## config.mk

```make
export PLATFORM = sky130hd
export DESIGN_NAME = slcan_text_frame_parser
export DESIGN_NICKNAME = d
export VERILOG_FILES = /design/src/hw/rtl/slcan_tfp_pkg.sv /design/src/hw/rtl/slcan_tfp_front.sv /design/src/hw/rtl/slcan_tfp_queue.sv /design/src/hw/rtl/slcan_tfp_back.sv /design/src/hw/rtl/slcan_text_frame_parser.sv
export VERILOG_INCLUDE_DIRS = /design/src /design/src/hw/rtl
export SDC_FILE = /design/constraint.sdc
export NUM_CORES = 1
export LEC_CHECK = 0
export BUFFER_PORTS_ARGS = -buffer_cell sky130_fd_sc_hd__buf_4
export CORE_MARGIN = 3
export CORE_UTILIZATION = 35
export CTS_CLUSTER_SIZE = 10
export DETAILED_ROUTE_END_ITERATION = 10
export PLACE_DENSITY = 0.61
export SETUP_SLACK_MARGIN = 0.1
export SYNTH_ARGS = -nofsm -noshare
export SYNTH_HDL_FRONTEND = slang
export SYNTH_SLANG_ARGS = --single-unit
```

## constraint.sdc

```tcl
create_clock -name clk -period 8.57 [get_ports clk]
set_input_delay 0.857 -clock clk [delete_from_list [all_inputs] [get_ports clk]]
set_output_delay 0.857 -clock clk [all_outputs]
set_load 0.05 [all_outputs]
```

## src/hw/rtl/slcan_text_frame_parser_defines.svh

```systemverilog
// Assertion macros shared by the parser RTL.
// Each macro expects clk and rst_n to be in scope.
`ifndef SLCAN_TEXT_FRAME_PARSER_DEFINES_SVH
`define SLCAN_TEXT_FRAME_PARSER_DEFINES_SVH

`ifndef SYNTH

// Consequent must hold in the same cycle as the antecedent
`define SLC_ASSERT_SAME(lbl, ante, cons) \
  lbl: assert property (@(posedge clk) disable iff (!rst_n) (ante) |-> (cons)) \
    else $error("slcan parser: same-cycle check failed");

// Consequent must hold in the cycle after the antecedent
`define SLC_ASSERT_NEXT(lbl, ante, cons) \
  lbl: assert property (@(posedge clk) disable iff (!rst_n) (ante) |=> (cons)) \
    else $error("slcan parser: next-cycle check failed");

`else

`define SLC_ASSERT_SAME(lbl, ante, cons)
`define SLC_ASSERT_NEXT(lbl, ante, cons)

`endif

`endif

```

## src/hw/rtl/slcan_tfp_pkg.sv

```systemverilog
package slcan_tfp_pkg;

  // Start-of-frame character 'T'
  localparam logic [7:0] START_CHAR = 8'h54;

  // Digit counter covers eight identifier digits and up to sixteen data digits
  localparam int unsigned CNT_W = 4;
  localparam logic [CNT_W-1:0] ID_LAST = 4'd7;

  // Token queue between classifier and parser
  localparam int unsigned QDEPTH = 2;
  localparam int unsigned QPTR_W = 1;
  localparam int unsigned QCNT_W = 2;

  // Result kinds
  localparam logic KIND_FRAME = 1'b0;
  localparam logic KIND_ERROR = 1'b1;

  // One classified character
  typedef struct packed {
    logic       is_start;
    logic       is_hex;
    logic [3:0] hex_val;
  } token_t;

endpackage

```

## src/hw/rtl/slcan_tfp_front.sv

```systemverilog
module slcan_tfp_front
  import slcan_tfp_pkg::*;
(
  input  logic       in_valid,
  output logic       in_ready,
  input  logic [7:0] in_rx_byte,
  input  logic       q_full,
  output logic       q_push,
  output token_t     q_tok
);

  // Accept whenever the queue has room
  assign in_ready = !q_full;
  assign q_push   = in_valid && in_ready;

  // Classify the character: start marker and hex digit value
  always_comb begin
    q_tok          = '0;
    q_tok.is_start = (in_rx_byte == START_CHAR);
    if (in_rx_byte >= 8'h30 && in_rx_byte <= 8'h39) begin
      q_tok.is_hex  = 1'b1;
      q_tok.hex_val = 4'(in_rx_byte - 8'h30);
    end else if (in_rx_byte >= 8'h41 && in_rx_byte <= 8'h46) begin
      q_tok.is_hex  = 1'b1;
      q_tok.hex_val = 4'(in_rx_byte - 8'h37);
    end else if (in_rx_byte >= 8'h61 && in_rx_byte <= 8'h66) begin
      q_tok.is_hex  = 1'b1;
      q_tok.hex_val = 4'(in_rx_byte - 8'h57);
    end
  end

endmodule

```

## src/hw/rtl/slcan_tfp_queue.sv

```systemverilog
module slcan_tfp_queue
  import slcan_tfp_pkg::*;
(
  input  logic   clk,
  input  logic   rst_n,
  input  logic   push,
  input  token_t push_tok,
  output logic   full,
  input  logic   pop,
  output logic   pop_valid,
  output token_t pop_tok
);

  token_t              ent_r [QDEPTH];
  logic [QPTR_W-1:0]   wr_ptr_r, wr_ptr_nxt;
  logic [QPTR_W-1:0]   rd_ptr_r, rd_ptr_nxt;
  logic [QCNT_W-1:0]   cnt_r, cnt_nxt;
  logic                do_push, do_pop;

  assign full      = (cnt_r == QCNT_W'(QDEPTH));
  assign pop_valid = (cnt_r != '0);
  assign pop_tok   = ent_r[rd_ptr_r];

  assign do_push = push && !full;
  assign do_pop  = pop && pop_valid;

  // Pointer and fill count update
  always_comb begin
    wr_ptr_nxt = wr_ptr_r;
    rd_ptr_nxt = rd_ptr_r;
    cnt_nxt    = cnt_r;
    if (do_push) wr_ptr_nxt = wr_ptr_r + 1'b1;
    if (do_pop)  rd_ptr_nxt = rd_ptr_r + 1'b1;
    if (do_push && !do_pop) cnt_nxt = cnt_r + 1'b1;
    else if (!do_push && do_pop) cnt_nxt = cnt_r - 1'b1;
  end

  always_ff @(posedge clk) begin
    if (!rst_n) begin
      wr_ptr_r <= '0;
      rd_ptr_r <= '0;
      cnt_r    <= '0;
    end else begin
      wr_ptr_r <= wr_ptr_nxt;
      rd_ptr_r <= rd_ptr_nxt;
      cnt_r    <= cnt_nxt;
    end
  end

  // Entry storage
  always_ff @(posedge clk) begin
    if (do_push) ent_r[wr_ptr_r] <= push_tok;
  end

endmodule

```

## src/hw/rtl/slcan_tfp_back.sv

```systemverilog
module slcan_tfp_back
  import slcan_tfp_pkg::*;
#(
  parameter int unsigned MAX_DATA_BYTES = 8
) (
  input  logic        clk,
  input  logic        rst_n,
  input  logic        tok_valid,
  input  token_t      tok,
  output logic        tok_pop,
  output logic        out_valid,
  input  logic        out_ready,
  output logic        out_kind,
  output logic [31:0] out_can_id,
  output logic [3:0]  out_byte_cnt,
  output logic [63:0] out_data_bytes
);

  localparam int unsigned NIBS   = 2 * MAX_DATA_BYTES;
  localparam int unsigned NIB_W  = $clog2(NIBS);
  localparam int unsigned DATA_W = 8 * MAX_DATA_BYTES;

  typedef enum logic [3:0] {
    PH_HUNT = 4'b0001,
    PH_ID   = 4'b0010,
    PH_LEN  = 4'b0100,
    PH_DATA = 4'b1000
  } phase_t;

  phase_t            phase_r, phase_nxt;
  logic [CNT_W-1:0]  cnt_r, cnt_nxt;
  logic [3:0]        len_r, len_nxt;
  logic [31:0]       id_r, id_nxt;
  logic [3:0]        nib_r [NIBS];
  logic [3:0]        nib_nxt [NIBS];

  logic              out_valid_r, out_valid_nxt;
  logic              out_kind_r, out_kind_nxt;
  logic [31:0]       out_can_id_r, out_can_id_nxt;
  logic [3:0]        out_len_r, out_len_nxt;
  logic [63:0]       out_data_r, out_data_nxt;

  logic              emit_good, emit_err, emit, slot_free, fire;
  logic              bad_len, last_data;
  logic [NIB_W-1:0]  nib_idx;
  logic [DATA_W-1:0] data_w;

  // Result classification for the token at the queue head
  assign bad_len   = (tok.hex_val == 4'd0) || (tok.hex_val > 4'(MAX_DATA_BYTES));
  assign last_data = ({1'b0, cnt_r} == (5'({len_r, 1'b0}) - 5'd1));
  assign emit_good = (phase_r == PH_DATA) && tok.is_hex && last_data;
  assign emit_err  = (phase_r != PH_HUNT) &&
                     (!tok.is_hex || ((phase_r == PH_LEN) && bad_len));
  assign emit      = emit_good || emit_err;

  // Tokens without a result never wait on the output register
  assign slot_free = !out_valid_r || out_ready;
  assign tok_pop   = tok_valid && (!emit || slot_free);
  assign fire      = tok_pop;

  // High nibble of each byte arrives first
  assign nib_idx = cnt_r[NIB_W-1:0] ^ NIB_W'(1);

  // Parser state machine
  always_comb begin
    phase_nxt = phase_r;
    cnt_nxt   = cnt_r;
    len_nxt   = len_r;
    id_nxt    = id_r;
    for (int i = 0; i < NIBS; i++) nib_nxt[i] = nib_r[i];
    if (fire) begin
      case (phase_r)
        PH_HUNT: begin
          if (tok.is_start) begin
            phase_nxt = PH_ID;
            cnt_nxt   = '0;
            for (int i = 0; i < NIBS; i++) nib_nxt[i] = 4'd0;
          end
        end
        PH_ID: begin
          if (!tok.is_hex) begin
            phase_nxt = PH_HUNT;
          end else begin
            id_nxt  = {id_r[27:0], tok.hex_val};
            cnt_nxt = cnt_r + 1'b1;
            if (cnt_r == ID_LAST) begin
              phase_nxt = PH_LEN;
              cnt_nxt   = '0;
            end
          end
        end
        PH_LEN: begin
          if (!tok.is_hex || bad_len) begin
            phase_nxt = PH_HUNT;
          end else begin
            len_nxt   = tok.hex_val;
            cnt_nxt   = '0;
            phase_nxt = PH_DATA;
          end
        end
        PH_DATA: begin
          if (!tok.is_hex) begin
            phase_nxt = PH_HUNT;
          end else begin
            nib_nxt[nib_idx] = tok.hex_val;
            cnt_nxt          = cnt_r + 1'b1;
            if (last_data) phase_nxt = PH_HUNT;
          end
        end
        default: begin
          phase_nxt = PH_HUNT;
        end
      endcase
    end
  end

  // Payload word including the digit taken this cycle
  always_comb begin
    for (int i = 0; i < NIBS; i++) data_w[i*4 +: 4] = nib_nxt[i];
  end

  // Output register
  always_comb begin
    out_valid_nxt  = out_valid_r;
    out_kind_nxt   = out_kind_r;
    out_can_id_nxt = out_can_id_r;
    out_len_nxt    = out_len_r;
    out_data_nxt   = out_data_r;
    if (out_valid_r && out_ready) out_valid_nxt = 1'b0;
    if (fire && emit) begin
      out_valid_nxt = 1'b1;
      if (emit_err) begin
        out_kind_nxt   = KIND_ERROR;
        out_can_id_nxt = '0;
        out_len_nxt    = '0;
        out_data_nxt   = '0;
      end else begin
        out_kind_nxt   = KIND_FRAME;
        out_can_id_nxt = id_r;
        out_len_nxt    = len_r;
        out_data_nxt   = 64'(data_w);
      end
    end
  end

  always_ff @(posedge clk) begin
    if (!rst_n) begin
      phase_r     <= PH_HUNT;
      cnt_r       <= '0;
      len_r       <= '0;
      out_valid_r <= 1'b0;
    end else begin
      phase_r     <= phase_nxt;
      cnt_r       <= cnt_nxt;
      len_r       <= len_nxt;
      out_valid_r <= out_valid_nxt;
    end
  end

  always_ff @(posedge clk) begin
    id_r         <= id_nxt;
    out_kind_r   <= out_kind_nxt;
    out_can_id_r <= out_can_id_nxt;
    out_len_r    <= out_len_nxt;
    out_data_r   <= out_data_nxt;
    for (int i = 0; i < NIBS; i++) nib_r[i] <= nib_nxt[i];
  end

  assign out_valid      = out_valid_r;
  assign out_kind       = out_kind_r;
  assign out_can_id     = out_can_id_r;
  assign out_byte_cnt   = out_len_r;
  assign out_data_bytes = out_data_r;

endmodule

```

## src/hw/rtl/slcan_text_frame_parser.sv

```systemverilog
// Channel   Handshake             Request contents
// in        in_valid / in_ready   in_rx_byte: one received character
// out       out_valid / out_ready kind, can_id, byte_cnt, data_bytes
//
// One character per cycle sustained while the queue has room; a result is
// registered and offered once the character that completes or breaks a frame is parsed.
// The classifier feeds a two-entry token queue; the parser drains one token
// per cycle, unless the output stalls, into a single output register.
// A stalled output holds only tokens that produce a result; others still drain.
// Reset is synchronous, active low, and returns the parser to hunting for 'T'.
`include "slcan_text_frame_parser_defines.svh"

module slcan_text_frame_parser
  import slcan_tfp_pkg::*;
#(
  parameter int unsigned MAX_DATA_BYTES = 8
) (
  input  logic        clk,
  input  logic        rst_n,
  input  logic        in_valid,
  output logic        in_ready,
  input  logic [7:0]  in_rx_byte,
  output logic        out_valid,
  input  logic        out_ready,
  output logic        out_kind,
  output logic [31:0] out_can_id,
  output logic [3:0]  out_byte_cnt,
  output logic [63:0] out_data_bytes
);

  logic   q_full, q_push, q_pop, q_valid;
  token_t q_in_tok, q_out_tok;

  // Character classifier
  slcan_tfp_front u_front (
    .in_valid   (in_valid),
    .in_ready   (in_ready),
    .in_rx_byte (in_rx_byte),
    .q_full     (q_full),
    .q_push     (q_push),
    .q_tok      (q_in_tok)
  );

  // Token queue
  slcan_tfp_queue u_queue (
    .clk       (clk),
    .rst_n     (rst_n),
    .push      (q_push),
    .push_tok  (q_in_tok),
    .full      (q_full),
    .pop       (q_pop),
    .pop_valid (q_valid),
    .pop_tok   (q_out_tok)
  );

  // Frame parser and output register
  slcan_tfp_back #(
    .MAX_DATA_BYTES (MAX_DATA_BYTES)
  ) u_back (
    .clk            (clk),
    .rst_n          (rst_n),
    .tok_valid      (q_valid),
    .tok            (q_out_tok),
    .tok_pop        (q_pop),
    .out_valid      (out_valid),
    .out_ready      (out_ready),
    .out_kind       (out_kind),
    .out_can_id     (out_can_id),
    .out_byte_cnt   (out_byte_cnt),
    .out_data_bytes (out_data_bytes)
  );

  // Error results carry no frame contents
  `SLC_ASSERT_SAME(a_err_zero, out_valid && (out_kind == KIND_ERROR), (out_can_id == 32'd0) && (out_byte_cnt == 4'd0) && (out_data_bytes == 64'd0))
  // Decoded frames have a legal length
  `SLC_ASSERT_SAME(a_len_ok, out_valid && (out_kind == KIND_FRAME), (out_byte_cnt != 4'd0) && (out_byte_cnt <= 4'(MAX_DATA_BYTES)))
  // Input back-pressure only follows a stalled result
  `SLC_ASSERT_SAME(a_stall_cause, $fell(in_ready), $past(out_valid && !out_ready))

endmodule
```

==> impl_metrics.toml <==
[critical_path]
arrival_ps = 3540
start_kind = "flip-flop"
critPathTopFamily = "simple AND/OR/NAND/NOR gates"
end_kind = "flip-flop"
crit_required_ps = 8830
cpMaxStageDelayCell = "or2_2"
critPathKind = "reg -> reg"
critPathMaxStageDelay_ps = 600
crit_chain = "mux2i_2 -> nor4_2 -> o31ai_4 -> nand3_1 -> or2_2 -> a32o_1"
crit_path_max_fanout = 20
cp_num_buf_inv = 0

[logic_synthesis]
async_reset_ff_share_pct = 0
synth_seq_cells = 227
syn_avg_cell_area_um2 = 12.73
synth.most_common_cell = "edfxtp_1"
synth-seq-area-share_pct = 64.43
mappedNetlistArea_um2 = 9306
ys_warn_count = 0
synth-edff-count = 145
synth_commonest_cells = "edfxtp_1, dfxtp_1, nor2_1"
synth_area_leader_cell = "edfxtp_1"
syn_nets = 752
synth.area.top_cells = "edfxtp_1, dfxtp_1, a21o_1"
syn_inst = 731
synth_top_cell_area_share_pct = 46.79
yosys.cell_types.count = 66
synth_flop_cell = "edfxtp_1"

[clock_network]
clock-sinks = 227
clk_pin_slew_worst_paths_ps = 60
cts_made_buffers = 26
clock_path_buffers = 3
post-cts-setup-buffer-count = 0
cts_resized = 0
cts_root_buf = "clkbuf_16"
hold_buffers = 0
cts_tree = "yes"
htree_levels = 1
worst_skew_pair.late_latency_ps = 510

[placed_design]
dp_slack_ps = 5308
dpl.hpwl_um = 13130
placed_area_um2 = 10430
placed_cells = 1143
portBuffers = 114
gp_congestion = 0.8542

[detailed_routing]
drtAntennaViolNets = 0
wl_um = 20160
drc = 0
routedWlPerCell_um = 16.96
avgViaCountPerCell = 5.038
via_count = 5990
drtPass1Iterations = 5
drtIter0Drc = 360

[sta]
rsz0062_at_grt = "no"
worst_pin_slew_ps = 1055
finalCritPeriodShare_pct = 38.28
final.setup.worst_slack_ps = 5290
period_minus_slack_ps = 3280
fmax_mhz = 304.8
hold_viol = 0
finalSetupViolations = 0
fin_tns_setup_ps = 0
skew_ps = 15.36
slew_violations = 0
relSlewSlack_pct = 27.87

[min_path]
hp-class = "reg -> reg"
hp-start = "u_back.id_r[14]$_DFFE_PP_"

[status]
status = "complete, no violations"

[grt]
grt_max_degree = 89
antenna_found_initial = 0
gr-total-overflow = 0
first_global_vias = 5810
grt_pass1_wl_um = 31530
grt_use_total_pct = 13.61

[pwr]
ir_drop_uv = 139.9
power_density_nw_per_um2 = 268.7
leakagePower_nw = 4.440

[cells_and_area]
nFillCells = 2436
nets = 857
fin_util_pct = 42.77
multiInputGateArea_um2 = 3038
regArea_um2 = 5996
area_delta_synth_final_pct = 20.10
diodes = 0
stdcell_count = 1189
drive_above_1_share_pct = 23.42
design_area_um2 = 11180

[run]
max-cap-violations = 0

[floorplanning]
die_area_um2 = 28580
ios = 115
start_util_pct = 35.61
fp.dieW_um = 169.1
placement_rows = 59
die_h_um = 169.1
coreArea_um2 = 26130
==> layout by cell type (no fill, tap or decap), types with 23 or more instances in the layout <==
cell       count
clkbuf_16     27
inv_1         23
a21o_1        46
edfxtp_1     145
nor2_1        69
dfxtp_1       82
a31o_2        27
buf_4        118
nand2_1       38
and2_1        40
==> kinds of logic after synthesis <==
family	count (synthesis)	synth area share, %
AO/OA/AOI/OAI	184	15.81
XOR/XNOR	8	0.7528
adder cells (fa/ha/maj)	9	1.210
buffers and inverters	65	3.132
flip-flops	227	64.43
multiplexers	13	1.465
AND/OR/NAND/NOR	225	13.20
==> worst reg2reg max path: cells and delay by family (launching register included) <==
kind | cells | cell delay (ps)
compound gates | 2 | 620
flops | 1 | 590
mux | 1 | 460
simple gates | 3 | 1360
==> registers in the layout (all words and copies together), names as in the netlist, named ones only <==
| register | flops |
|---|---|
| u_back.out_data_bytes | 64 |
| u_queue.ent_r | 12 |
| u_back.out_kind | 1 |
| u_back.cnt_r | 4 |
| u_back.out_byte_cnt | 4 |
| u_back.nib_r | 64 |
| u_back.len_r | 4 |
| u_queue.wr_ptr_r | 1 |
| u_back.out_can_id | 32 |
| u_queue.rd_ptr_r | 1 |
| u_back.id_r | 32 |
| u_back.phase_r | 4 |
| u_back.out_valid | 1 |
| u_queue.cnt_r | 2 |
==> report_power, final <==
group	switching, mW	internal, mW
Sequential	0.0497	1.25
Combinational	0.526	0.191
Clock	0.401	0.581
Total	0.977	2.03
==> stage by stage <==
stage	hold slack, ps	total power, mW
2_1_floorplan	417.4	1.866
3_3_place_gp	420.4	2.045
3_5_place_dp	424.7	2.049
4_1_cts	437.9	3.037
5_1_grt	446.0	3.141
6_report	435.9	3.003
==> area by class of cell <==
cell class / count / area share, %
timing repair buffer: 118 / 7.926
clock inverter: 1 / 0.04478
multi-input combinational: 439 / 27.18
tap: 335 / 3.750
inverter: 24 / 0.8060
clock buffer: 45 / 6.649
sequential: 227 / 53.64
==> routing by layer <==
metal | vias to the layer above | share of wire, % | GRT usage (%)
li1 | 2937 | - | -
met1 | 2843 | 47 | 19.02
met2 | 177 | 45 | 21.90
met3 | 33 | 5.3 | 2.149
met4 | 0 | 2.4 | 4.232
met5 | - | 0 | 0
==> path summary, 6_finish.rpt <==
check                                                               end  slack [ps]  depth (start not counted)
worst max-delay path            u_back.out_data_bytes[34]$_SDFFCE_PP0P_        5290                          6
worst max register to register  u_back.out_data_bytes[34]$_SDFFCE_PP0P_        5290                          6
worst min-delay path                          u_back.id_r[18]$_DFFE_PP_         440                          0
worst min register to register                u_back.id_r[18]$_DFFE_PP_         440                          0
(Power assumes the default switching activity.)
